## src/rtl/core/awa_pkg.sv

```systemverilog
// shared constants, derived widths and types of the windowed altitude average
package awa_pkg;

   // block constants
   localparam int DEPTH       = 20;
   localparam int SAMPLE_BITS = 12;
   localparam int SPAN_COUNTS = 1241;
   localparam int PCT_SCALE   = 100;

   // fixed field widths
   localparam int SAMPLE_W = 12;
   localparam int MEAN_W   = 12;
   localparam int TOP_W    = 13;
   localparam int PCT_W    = 10;

   // sample mask, limited by the port width
   localparam int SAMPLE_MAX = (SAMPLE_BITS < SAMPLE_W) ? (1 << SAMPLE_BITS) - 1
                                                         : (1 << SAMPLE_W) - 1;
   localparam logic [SAMPLE_W-1:0] SAMPLE_MASK = SAMPLE_W'(SAMPLE_MAX);

   // window ring and running sum
   localparam int POS_W   = (DEPTH > 1) ? $clog2(DEPTH) : 1;
   localparam int SUM_MAX = DEPTH * SAMPLE_MAX;
   localparam int SUM_W   = $clog2(SUM_MAX + 1);

   // rounded mean: (2*sum + DEPTH) / (2*DEPTH) by reciprocal multiply
   localparam int    MEAN_DIV = 2 * DEPTH;
   localparam int    NUM_MAX  = 2 * SUM_MAX + DEPTH;
   localparam int    NUM_W    = $clog2(NUM_MAX + 1);
   localparam int    MEAN_SH  = NUM_W + $clog2(MEAN_DIV);
   localparam longint MEAN_REC = ((longint'(1) << MEAN_SH) + MEAN_DIV - 1) / MEAN_DIV;
   localparam int    MREC_W   = $clog2(MEAN_REC + 1);
   localparam logic [MREC_W-1:0] MEAN_REC_V = MREC_W'(MEAN_REC);
   localparam int    PROD1_W  = (NUM_W + MREC_W > MEAN_SH + MEAN_W) ? NUM_W + MREC_W
                                                                     : MEAN_SH + MEAN_W;

   // percent: |ground - mean| * 100 / SPAN_COUNTS by reciprocal multiply
   localparam int    MAG_MAX  = ((1 << MEAN_W) - 1) * PCT_SCALE;
   localparam int    MAG_W    = $clog2(MAG_MAX + 1);
   localparam int    PCT_SH   = MAG_W + $clog2(SPAN_COUNTS);
   localparam longint PCT_REC = ((longint'(1) << PCT_SH) + SPAN_COUNTS - 1) / SPAN_COUNTS;
   localparam int    PREC_W   = $clog2(PCT_REC + 1);
   localparam logic [PREC_W-1:0] PCT_REC_V = PREC_W'(PCT_REC);
   localparam int    PROD2_W  = (MAG_W + PREC_W > PCT_SH + MAG_W) ? MAG_W + PREC_W
                                                                  : PCT_SH + MAG_W;
   localparam int    PCT_POS_LIM = (1 << (PCT_W - 1)) - 1;
   localparam int    PCT_NEG_LIM = 1 << (PCT_W - 1);

   // queue between front and back
   localparam int QUEUE_DEPTH = 4;
   localparam int QPTR_W      = $clog2(QUEUE_DEPTH);
   localparam int QCNT_W      = $clog2(QUEUE_DEPTH + 1);

   typedef struct packed {
      logic [SUM_W-1:0] sum;
      logic             capture;
   } awa_entry_type;

   typedef struct packed {
      logic          valid;
      awa_entry_type entry;
   } awa_push_type;

endpackage

```

## src/rtl/core/awa_front.sv

```systemverilog
// front end: takes sample beats, updates the window ring and running sum
module awa_front (
   input  logic                            clock,
   input  logic                            reset,
   input  logic                            req_valid,
   input  logic [awa_pkg::SAMPLE_W-1:0]    req_sample,
   input  logic                            req_capture_ground,
   input  logic                            q_full,
   output awa_pkg::awa_push_type           push
);
   import awa_pkg::*;

   logic [SAMPLE_W-1:0] window_ff [DEPTH];
   logic [POS_W-1:0]    wpos_ff, wpos_in;
   logic [SUM_W-1:0]    sum_ff, sum_in;
   logic [SAMPLE_W-1:0] sample_m;
   logic                accept;

   always_comb begin
      accept   = req_valid && !q_full;
      sample_m = req_sample & SAMPLE_MASK;
      // oldest slot drops out, new sample comes in
      sum_in   = sum_ff - SUM_W'(window_ff[wpos_ff]) + SUM_W'(sample_m);
      wpos_in  = (wpos_ff == POS_W'(DEPTH - 1)) ? '0 : wpos_ff + 1'b1;
      push.valid         = accept;
      push.entry.sum     = sum_in;
      push.entry.capture = req_capture_ground;
   end

   always_ff @(posedge clock) begin
      if (reset) begin
         for (int i = 0; i < DEPTH; i++) begin
            window_ff[i] <= '0;
         end
         wpos_ff <= '0;
         sum_ff  <= '0;
      end else if (accept) begin
         window_ff[wpos_ff] <= sample_m;
         wpos_ff            <= wpos_in;
         sum_ff             <= sum_in;
      end
   end

endmodule

```

## src/rtl/core/awa_queue.sv

```systemverilog
// short fifo of running sums between front and back
module awa_queue (
   input  logic                     clock,
   input  logic                     reset,
   input  awa_pkg::awa_push_type    push,
   input  logic                     pop,
   output logic                     full,
   output logic                     pop_valid,
   output awa_pkg::awa_entry_type   pop_entry
);
   import awa_pkg::*;

   awa_entry_type     entries_ff [QUEUE_DEPTH];
   logic [QPTR_W-1:0] wr_ptr_ff, wr_ptr_in;
   logic [QPTR_W-1:0] rd_ptr_ff, rd_ptr_in;
   logic [QCNT_W-1:0] count_ff, count_in;
   logic              do_push, do_pop;

   always_comb begin
      full      = (count_ff == QCNT_W'(QUEUE_DEPTH));
      pop_valid = (count_ff != '0);
      pop_entry = entries_ff[rd_ptr_ff];
      do_push   = push.valid && !full;
      do_pop    = pop && pop_valid;
      wr_ptr_in = (wr_ptr_ff == QPTR_W'(QUEUE_DEPTH - 1)) ? '0 : wr_ptr_ff + 1'b1;
      rd_ptr_in = (rd_ptr_ff == QPTR_W'(QUEUE_DEPTH - 1)) ? '0 : rd_ptr_ff + 1'b1;
      unique case ({do_push, do_pop})
         2'b10:   count_in = count_ff + 1'b1;
         2'b01:   count_in = count_ff - 1'b1;
         default: count_in = count_ff;
      endcase
   end

   always_ff @(posedge clock) begin
      if (reset) begin
         wr_ptr_ff <= '0;
         rd_ptr_ff <= '0;
         count_ff  <= '0;
      end else begin
         if (do_push) begin
            wr_ptr_ff <= wr_ptr_in;
         end
         if (do_pop) begin
            rd_ptr_ff <= rd_ptr_in;
         end
         count_ff <= count_in;
      end
   end

   always_ff @(posedge clock) begin
      if (do_push) begin
         entries_ff[wr_ptr_ff] <= push.entry;
      end
   end

endmodule

```

## src/rtl/core/awa_back.sv

```systemverilog
// back end: mean, ground capture, top and percent in a four-stage pipeline
module awa_back (
   input  logic                                clock,
   input  logic                                reset,
   input  logic                                q_valid,
   input  awa_pkg::awa_entry_type              q_entry,
   output logic                                q_pop,
   input  logic                                rsp_stall,
   output logic                                rsp_valid,
   output logic [awa_pkg::MEAN_W-1:0]          rsp_mean,
   output logic [awa_pkg::MEAN_W-1:0]          rsp_ground,
   output logic signed [awa_pkg::TOP_W-1:0]    rsp_top,
   output logic signed [awa_pkg::PCT_W-1:0]    rsp_percent
);
   import awa_pkg::*;

   logic advance;

   // stage 1: mean reciprocal product
   logic               s1_valid_ff;
   logic               s1_cap_ff;
   logic [PROD1_W-1:0] s1_prod_ff;
   logic [NUM_W-1:0]   num;

   // stage 2: ground update and scaled magnitude
   logic               s2_valid_ff;
   logic [MEAN_W-1:0]  s2_mean_ff, s2_ground_ff;
   logic               s2_neg_ff;
   logic [MAG_W-1:0]   s2_mag_ff;
   logic [MEAN_W-1:0]  ground_ff, ground_in;
   logic [MEAN_W-1:0]  mean_w;
   logic [MEAN_W:0]    diff;
   logic [MEAN_W-1:0]  mag;

   // stage 3: percent reciprocal product
   logic               s3_valid_ff;
   logic [MEAN_W-1:0]  s3_mean_ff, s3_ground_ff;
   logic               s3_neg_ff;
   logic [PROD2_W-1:0] s3_prod_ff;

   // output stage
   logic                    rsp_valid_ff;
   logic [MEAN_W-1:0]       rsp_mean_ff, rsp_ground_ff;
   logic signed [TOP_W-1:0] rsp_top_ff, top_in;
   logic signed [PCT_W-1:0] rsp_pct_ff, pct_in;
   logic [MAG_W-1:0]        quot;

   always_comb begin
      advance = !rsp_valid_ff || !rsp_stall;
      q_pop   = advance;
      num     = NUM_W'({q_entry.sum, 1'b0}) + NUM_W'(DEPTH);

      mean_w    = s1_prod_ff[MEAN_SH +: MEAN_W];
      ground_in = s1_cap_ff ? mean_w : ground_ff;
      diff      = {1'b0, ground_in} - {1'b0, mean_w};
      mag       = diff[MEAN_W] ? MEAN_W'(-diff) : diff[MEAN_W-1:0];

      quot   = s3_prod_ff[PCT_SH +: MAG_W];
      top_in = TOP_W'({1'b0, s3_ground_ff}) - TOP_W'(SPAN_COUNTS);
      priority if (s3_neg_ff && quot > MAG_W'(PCT_NEG_LIM)) begin
         pct_in = PCT_W'(PCT_NEG_LIM);
      end else if (s3_neg_ff) begin
         pct_in = -PCT_W'(quot);
      end else if (quot > MAG_W'(PCT_POS_LIM)) begin
         pct_in = PCT_W'(PCT_POS_LIM);
      end else begin
         pct_in = PCT_W'(quot);
      end

      rsp_valid   = rsp_valid_ff;
      rsp_mean    = rsp_mean_ff;
      rsp_ground  = rsp_ground_ff;
      rsp_top     = rsp_top_ff;
      rsp_percent = rsp_pct_ff;
   end

   always_ff @(posedge clock) begin
      if (reset) begin
         s1_valid_ff  <= 1'b0;
         s2_valid_ff  <= 1'b0;
         s3_valid_ff  <= 1'b0;
         rsp_valid_ff <= 1'b0;
         ground_ff    <= '0;
      end else if (advance) begin
         s1_valid_ff  <= q_valid;
         s2_valid_ff  <= s1_valid_ff;
         s3_valid_ff  <= s2_valid_ff;
         rsp_valid_ff <= s3_valid_ff;
         if (s1_valid_ff) begin
            ground_ff <= ground_in;
         end
      end
   end

   always_ff @(posedge clock) begin
      if (advance) begin
         s1_cap_ff     <= q_entry.capture;
         s1_prod_ff    <= PROD1_W'(num) * PROD1_W'(MEAN_REC_V);
         s2_mean_ff    <= mean_w;
         s2_ground_ff  <= ground_in;
         s2_neg_ff     <= diff[MEAN_W];
         s2_mag_ff     <= MAG_W'(mag) * MAG_W'(PCT_SCALE);
         s3_mean_ff    <= s2_mean_ff;
         s3_ground_ff  <= s2_ground_ff;
         s3_neg_ff     <= s2_neg_ff;
         s3_prod_ff    <= PROD2_W'(s2_mag_ff) * PROD2_W'(PCT_REC_V);
         rsp_mean_ff   <= s3_mean_ff;
         rsp_ground_ff <= s3_ground_ff;
         rsp_top_ff    <= top_in;
         rsp_pct_ff    <= pct_in;
      end
   end

endmodule

```

## src/rtl/core/adc_window_average_altitude.sv

```systemverilog
// top level of the windowed altitude average: front, queue and back wired up
// Each req beat carries one converter sample; it goes into a ring of the last
// twenty samples and the running sum of the ring moves by one add and one
// subtract, so the block takes one beat every clock cycle while the queue is
// not full. Every beat gives exactly one rsp beat: the rounded window mean,
// the ground reference (set to that mean when capture_ground is 1), the top
// reference and the altitude percentage. The back end is a four-stage
// pipeline with two constant reciprocal multiplies. A four-entry queue sits
// between the running-sum front end and the back end, so req beats keep
// flowing while a result is held by rsp_stall; req_stall rises only once that
// queue is full. Reset clears the ring, the sum and the ground reference at
// once, with no clearing pass: slots not yet filled count as zero, so the mean
// climbs while the ring fills.
module adc_window_average_altitude (
   input  logic                                clock,
   input  logic                                reset,
   // sample beats
   input  logic                                req_valid,
   output logic                                req_stall,
   input  logic [awa_pkg::SAMPLE_W-1:0]        req_sample,
   input  logic                                req_capture_ground,
   // result beats
   output logic                                rsp_valid,
   input  logic                                rsp_stall,
   output logic [awa_pkg::MEAN_W-1:0]          rsp_mean,
   output logic [awa_pkg::MEAN_W-1:0]          rsp_ground,
   output logic signed [awa_pkg::TOP_W-1:0]    rsp_top,
   output logic signed [awa_pkg::PCT_W-1:0]    rsp_percent
);
   import awa_pkg::*;

   // front to queue
   awa_push_type  push;
   logic          q_full;
   // queue to back
   logic          q_valid;
   logic          q_pop;
   awa_entry_type q_entry;

   // backpressure on req only from a full queue
   assign req_stall = q_full;

   // ring, running sum and beat acceptance
   awa_front u_front (
      .clock              (clock),
      .reset              (reset),
      .req_valid          (req_valid),
      .req_sample         (req_sample),
      .req_capture_ground (req_capture_ground),
      .q_full             (q_full),
      .push               (push)
   );

   // decoupling queue: holds updated sums and capture flags
   awa_queue u_queue (
      .clock     (clock),
      .reset     (reset),
      .push      (push),
      .pop       (q_pop),
      .full      (q_full),
      .pop_valid (q_valid),
      .pop_entry (q_entry)
   );

   // mean, ground capture, top and percent, then the output register
   awa_back u_back (
      .clock       (clock),
      .reset       (reset),
      .q_valid     (q_valid),
      .q_entry     (q_entry),
      .q_pop       (q_pop),
      .rsp_stall   (rsp_stall),
      .rsp_valid   (rsp_valid),
      .rsp_mean    (rsp_mean),
      .rsp_ground  (rsp_ground),
      .rsp_top     (rsp_top),
      .rsp_percent (rsp_percent)
   );

endmodule

```

## config.mk

```make
export PLATFORM = sky130hd
export DESIGN_NAME = adc_window_average_altitude
export DESIGN_NICKNAME = d
export VERILOG_FILES = /design/src/rtl/core/awa_pkg.sv /design/src/rtl/core/awa_front.sv /design/src/rtl/core/awa_queue.sv /design/src/rtl/core/awa_back.sv /design/src/rtl/core/adc_window_average_altitude.sv
export SDC_FILE = /design/constraint.sdc
export NUM_CORES = 1
export LEC_CHECK = 0
export ABC_AREA = 1
export BUFFER_PORTS_ARGS = -buffer_cell sky130_fd_sc_hd__buf_2
export CAP_MARGIN = 0
export CORE_MARGIN = 1.5
export CORE_UTILIZATION = 45
export DETAILED_ROUTE_END_ITERATION = 8
export HOLD_SLACK_MARGIN = 0.12
export PLACE_DENSITY_LB_ADDON = 0.25
export REMOVE_ABC_BUFFERS = 1
export SYNTH_ARGS = -nofsm -noshare
export SYNTH_HDL_FRONTEND = slang
export SYNTH_HIERARCHICAL = 1
export SYNTH_SLANG_ARGS = --single-unit
```

## constraint.sdc

```tcl
create_clock -name clock -period 7.35 [get_ports clock]
set_clock_uncertainty 0.1 [all_clocks]
set_input_delay 0 -clock clock [delete_from_list [all_inputs] [get_ports clock]]
set_output_delay 0 -clock clock [all_outputs]
set_load 0.01 [all_outputs]
```

# Word level (Yosys, flattened, before mapping)
# Memory sizes are Yosys's and may differ from the RTL's. A register that Yosys moved wholly into a read port is not among the register bits.
# Cells that the tools add are included.
# totals
register_bits	232
mem_bits_rw	312
in_bits	17
output_inout_bits	49
wordCells	83
mem_count	2
# classes
n_addsub	12
n_mul	3
n_lt_le_gt_ge	2
n_eq_ne	6
n_mux	22
reduce_logical	12
# memory_table
memory	words	word_bits	read_ports	rd_clocked_by_memory_dff	write_ports	line	source
u_front.window_ff	20	12	1	1	20	awa_front.sv:13	logic [SAMPLE_W-1:0] window_ff [DEPTH];
u_queue.entries_ff	4	18	1	1	1	awa_queue.sv:13	awa_entry_type entries_ff [QUEUE_DEPTH];
# op_table
op	count
$mul 18x19->36 const B	1
$mux 12	3
$mul 17x17->34 const B	1
$mux 5	4
$add 18x5->18 const B	1
$add 17x12->17	1
$mul 12x5->17 const B	1
$sub 17x12->17	1
$sub 12x11->13 const B	1
$sub 12x12->13	1
$neg 12->12	1
$reduce_or 12->1	1
$gt 9x10->1 const B	1
$mux 10	1
$neg 9->10	1
$gt 9x9->1 const B	1
$mux 9	1
$mux 1	8
$mux 2	4
$eq 2x2->1 const B	3
$pmux 3 s2	1
$add 5x1->5 const B	1
$eq 5x5->1 const B	1
$add 2x1->2 const B	2
other kinds (10)	15

# Longest topological paths before layout
# depth
ltp_word	8
depth_mapped	38

# Hierarchy
# The synthesis kept the hierarchy.
# by_module_without_submodules
module	instances	cells_per_inst	area_each_um2	seq_area_each_um2
awa_front	1	1987	19129.6	12071.6
awa_back	1	2024	18519.0	4404.2
awa_queue	1	245	3253.1	2342.2

# Worst setup path after synthesis
# OpenSTA, ideal clock, no wires.
# synth_timing
kind	register to register
start	register with a tool-made name
end	register u_back.s1_prod_ff[29] (data pin)
setup_ps	252
arrival_ps	6454
slack_ps	544
path_stages_with_launch	38
path_buffers	2
period_less_slack_ps	6806
cell_sequence	dfxtp_1 buf_6 inv_8 buf_6 nor2_1 o22ai_1 ha_1 o21ai_1 nor2_2 nand2_2 nor2_4 nand2_2 nor3_4 xor2_2 inv_1 ha_1 inv_1 ha_1 (+2 left out) fa_1 inv_1 fa_1 fa_1 inv_1 fa_1 inv_1 fa_1 inv_1 ha_1 a21oi_1 nor2_1 nor2_1 a21oi_1 a211oi_1 nand2_1 nand2_1 nand2_1
# synth_lines
element	line	source
end signal, assigned	awa_back.sv:98	s1_prod_ff <= PROD1_W'(num) * PROD1_W'(MEAN_REC_V);
end, declared	awa_back.sv:22	logic [PROD1_W-1:0] s1_prod_ff;

==> impl_metrics.py <==
metrics = {
    "route": {
        "drtIter0Drc": 2134,
        "ant_nets": 0,
        "wire_per_inst_um": 17.5,
        "vias": 28443,
        "wirelength_um": 97100,
        "first_pass_iters": 5,
        "via_per_inst": 5.13,
        "drc": 0,
    },
    "sta": {
        "setup_violations": 0,
        "hold_ws_ps": 134,
        "tightest_slew_ps": 1180,
        "fin_crit_sh_pct": 95.0,
        "max_slew_margin_pct": 21.0,
        "slew_violations": 0,
        "fmax_mhz": 143,
        "hold_viol_final": 0,
        "period_needed_ps": 6980,
    },
    "clock_tree": {
        "cts_tree": "built",
        "cts_buffers": 72,
        "cts.clk_slew.worst_paths_ps": 70,
        "cts.sinks": 644,
        "htreeDepth": 3,
        "clockRootBuffer": "clkbuf_16",
        "clock_path_buffers": 3,
        "clock_latency_ps": 630,
    },
    "layout": {
        "finalNetCount": 4887,
        "layout.cells.non_filler": 5549,
        "fill_cells": 8354,
        "drive_gt1_share_pct": 7.30,
        "area_growth_pct": 9.98,
    },
    "yosys": {
        "synth_area_mm2": 0.0409,
        "ys_types": 50,
        "async_flop_share_pct": 0,
        "ys_seq_area_share_pct": 46.0,
        "synthFlopType": "edfxtp_1",
        "synth_edf_count": 592,
        "syn_inst": 4256,
        "synth_area_per_cell_um2": 9.61,
        "ys_warn_count": 6,
        "ys_seq_elements": 644,
    },
    "floorplanning": {
        "die_y_um": 304,
        "chipWidth_um": 304,
        "pin_count": 66,
        "rows": 110,
        "dieArea_mm2": 0.0927,
        "start_util_pct": 45.4,
        "core_area_mm2": 0.0900,
    },
    "worst_setup_path": {
        "start_kind": "flop",
        "endpoint": "u_back/s1_prod_ff[24]",
        "reg2reg_depth": 30,
        "arrival_ps": 7250,
        "cp_max_fo": 20,
        "endpoint_kind": "flop",
        "worst-r2r-setup-slack_ps": 370,
        "max_stage_delay_ps": 570,
        "crit_type": "reg2reg",
        "path_common_cell": "inv_1",
        "slowest_stage": "fa_1",
        "cp.required_ps": 7620,
        "r2r_end": "u_back/s1_prod_ff[24]",
    },
    "global_route": {
        "antenna_found_initial": 2,
        "grt_max_degree": 105,
        "grt.total_usage_pct": 20.9,
        "grt_pass1_vias": 27546,
        "grt-ovfl-total": 0,
        "grt_pass1_wl_um": 152000,
    },
    "placement": {
        "hpwlAfterDp_um": 69700,
        "io_buffers": 65,
        "placedCellCount": 5398,
        "place.gp.congestion": 0.900,
    },
    "hold_path": {
        "hp-class": "in2reg",
    },
    "run_status": {
        "outcome": "finished clean",
    },
    "run": {
        "cap_violations": 0,
    },
}
registers in the layout, indices dropped and copies added (netlist names), 5 cells and up, named ones only:
name                 cells
u_front/window_ff      384
u_queue/entries_ff      72
u_back/s2_mag_ff        17
u_front/sum_ff          17
u_back/rsp_top          13
u_back/ground_ff        12
u_back/rsp_ground       12
u_back/rsp_mean         12
u_back/s1_prod_ff       12
u_back/s2_ground_ff     12
u_back/s2_mean_ff       12
u_back/s3_ground_ff     12
u_back/s3_mean_ff       12
u_back/rsp_percent      10
u_back/s3_prod_ff        9
u_front/wpos_ff          5
synth_stat cells (all sizes together), types with 52 or more instances:
cell	number	area (um^2)
xor2	53	487
nand3	317	1610
nand2	908	3460
edfxtp	592	17800
clkbuf	62	233
ha	339	4240
buf	92	599
inv	688	2590
fa	217	4340
a21oi	188	941
dfxtp	52	1040
o21ai	122	633
nor2	450	1750
placed cells by master (no fill, tap or decap), drive strengths merged, types with 2 or more instances in the layout:
cell,Yosys,final
clkinv,1,34
nand4,19,19
xnor2,17,17
o211ai,3,3
or2,4,4
and3,2,2
xor2,53,53
clkbuf,62,88
inv,688,693
ha,339,339
a21o,14,14
o22ai,18,18
o21a,5,5
o21ai,122,122
a21oi,188,188
nand3b,6,6
nor4,4,4
edfxtp,592,592
dfxtp,52,52
fa,217,217
nor3,33,33
a31oi,16,16
nand3,317,317
o31ai,17,17
a211oi,4,4
dlygate4sd3,0,16
bufinv,0,3
a31o,2,2
nor2,450,450
o21bai,8,8
nand2,908,908
clkinvlp,0,4
buf,92,121
worst max-delay path, delay by kind of cell, from the launching register on:
| family | cells | cell delay [ps] |
|---|---|---|
| DFF | 1 | 360 |
| xor gates and xnor gates | 1 | 160 |
| adders and majority gates | 8 | 3470 |
| buffers and inverters | 9 | 760 |
| AOI/OAI and AO/OA | 4 | 560 |
| and+or+nand+nor | 8 | 1310 |
stage by stage:
| stage | utilization [%] | area, um^2 | setup TNS [ps] | setup WS [ps] |
|---|---|---|---|---|
| 2_1_floorplan | - | 40100 | -214190 | -2730 |
| 3_3_place_gp | 47.0 | 42300 | 0 | 93.7 |
| 3_5_place_dp | 47.0 | 42300 | 0 | 58.6 |
| 4_1_cts | 49.8 | 44800 | 0 | 44.4 |
| 5_1_grt | 50.0 | 45000 | -10.3 | -9.92 |
| 6_report | 50.0 | 45000 | 0 | 370 |
layer usage:
layer | track usage, % | share of wire, %
met4 | 6.24 | 2.5
met5 | 0 | 0.022
met1 | 28.0 | 44
met3 | 2.91 | 5.9
met2 | 35.1 | 48
timing repair:
| item | in CTS | in global routing |
|---|---|---|
| endpoints found under the hold margin | 270 | 0 |
| gates resized for setup | 0 | 26 |
| hold buffers | 16 | 0 |
| buffers inserted | 0 | 1 |
| setup endpoints to repair | 0 | 12 |
worst min-delay path by stage:
stage,start,endpoint,cells past startpoint
4_1_cts,rsp_stall,u_back/s1_prod_ff[28],2
3_5_place_dp,req_capture_ground,u_queue/entries_ff[2][0],1
5_1_grt,req_sample[10],u_front/window_ff[21][10],2
2_1_floorplan,reset,u_back/rsp_valid,1
6_report,rsp_stall,u_back/rsp_valid,3
3_3_place_gp,req_capture_ground,u_queue/entries_ff[3][0],1
cells by family after synthesis:
| group | Yosys count | share of synthesized area [%] |
|---|---|---|
| adder cells (fa/ha/maj) | 556 | 21.0 |
| AO/OA/AOI/OAI | 398 | 5.37 |
| flip-flops | 644 | 46.0 |
| buffers and inverters | 843 | 8.39 |
| AND/OR/NAND/NOR | 1745 | 17.7 |
| XOR/XNOR | 70 | 1.55 |
area by class of cell:
type	instances	area (um^2)	area share, %
Antenna cell	1	2.50	0.00556
Clock buffer	87	1910	4.25
Multi-Input combinational cell	2769	18800	41.7
Clock inverter	45	434	0.965
Timing Repair Buffer	138	968	2.15
Inverter	689	2610	5.80
Tap cell	1176	1470	3.27
Sequential cell	644	18800	41.9
Power is not shown: default switching activity piles up to over one toggle a cycle in this logic, so the estimate is an artifact.
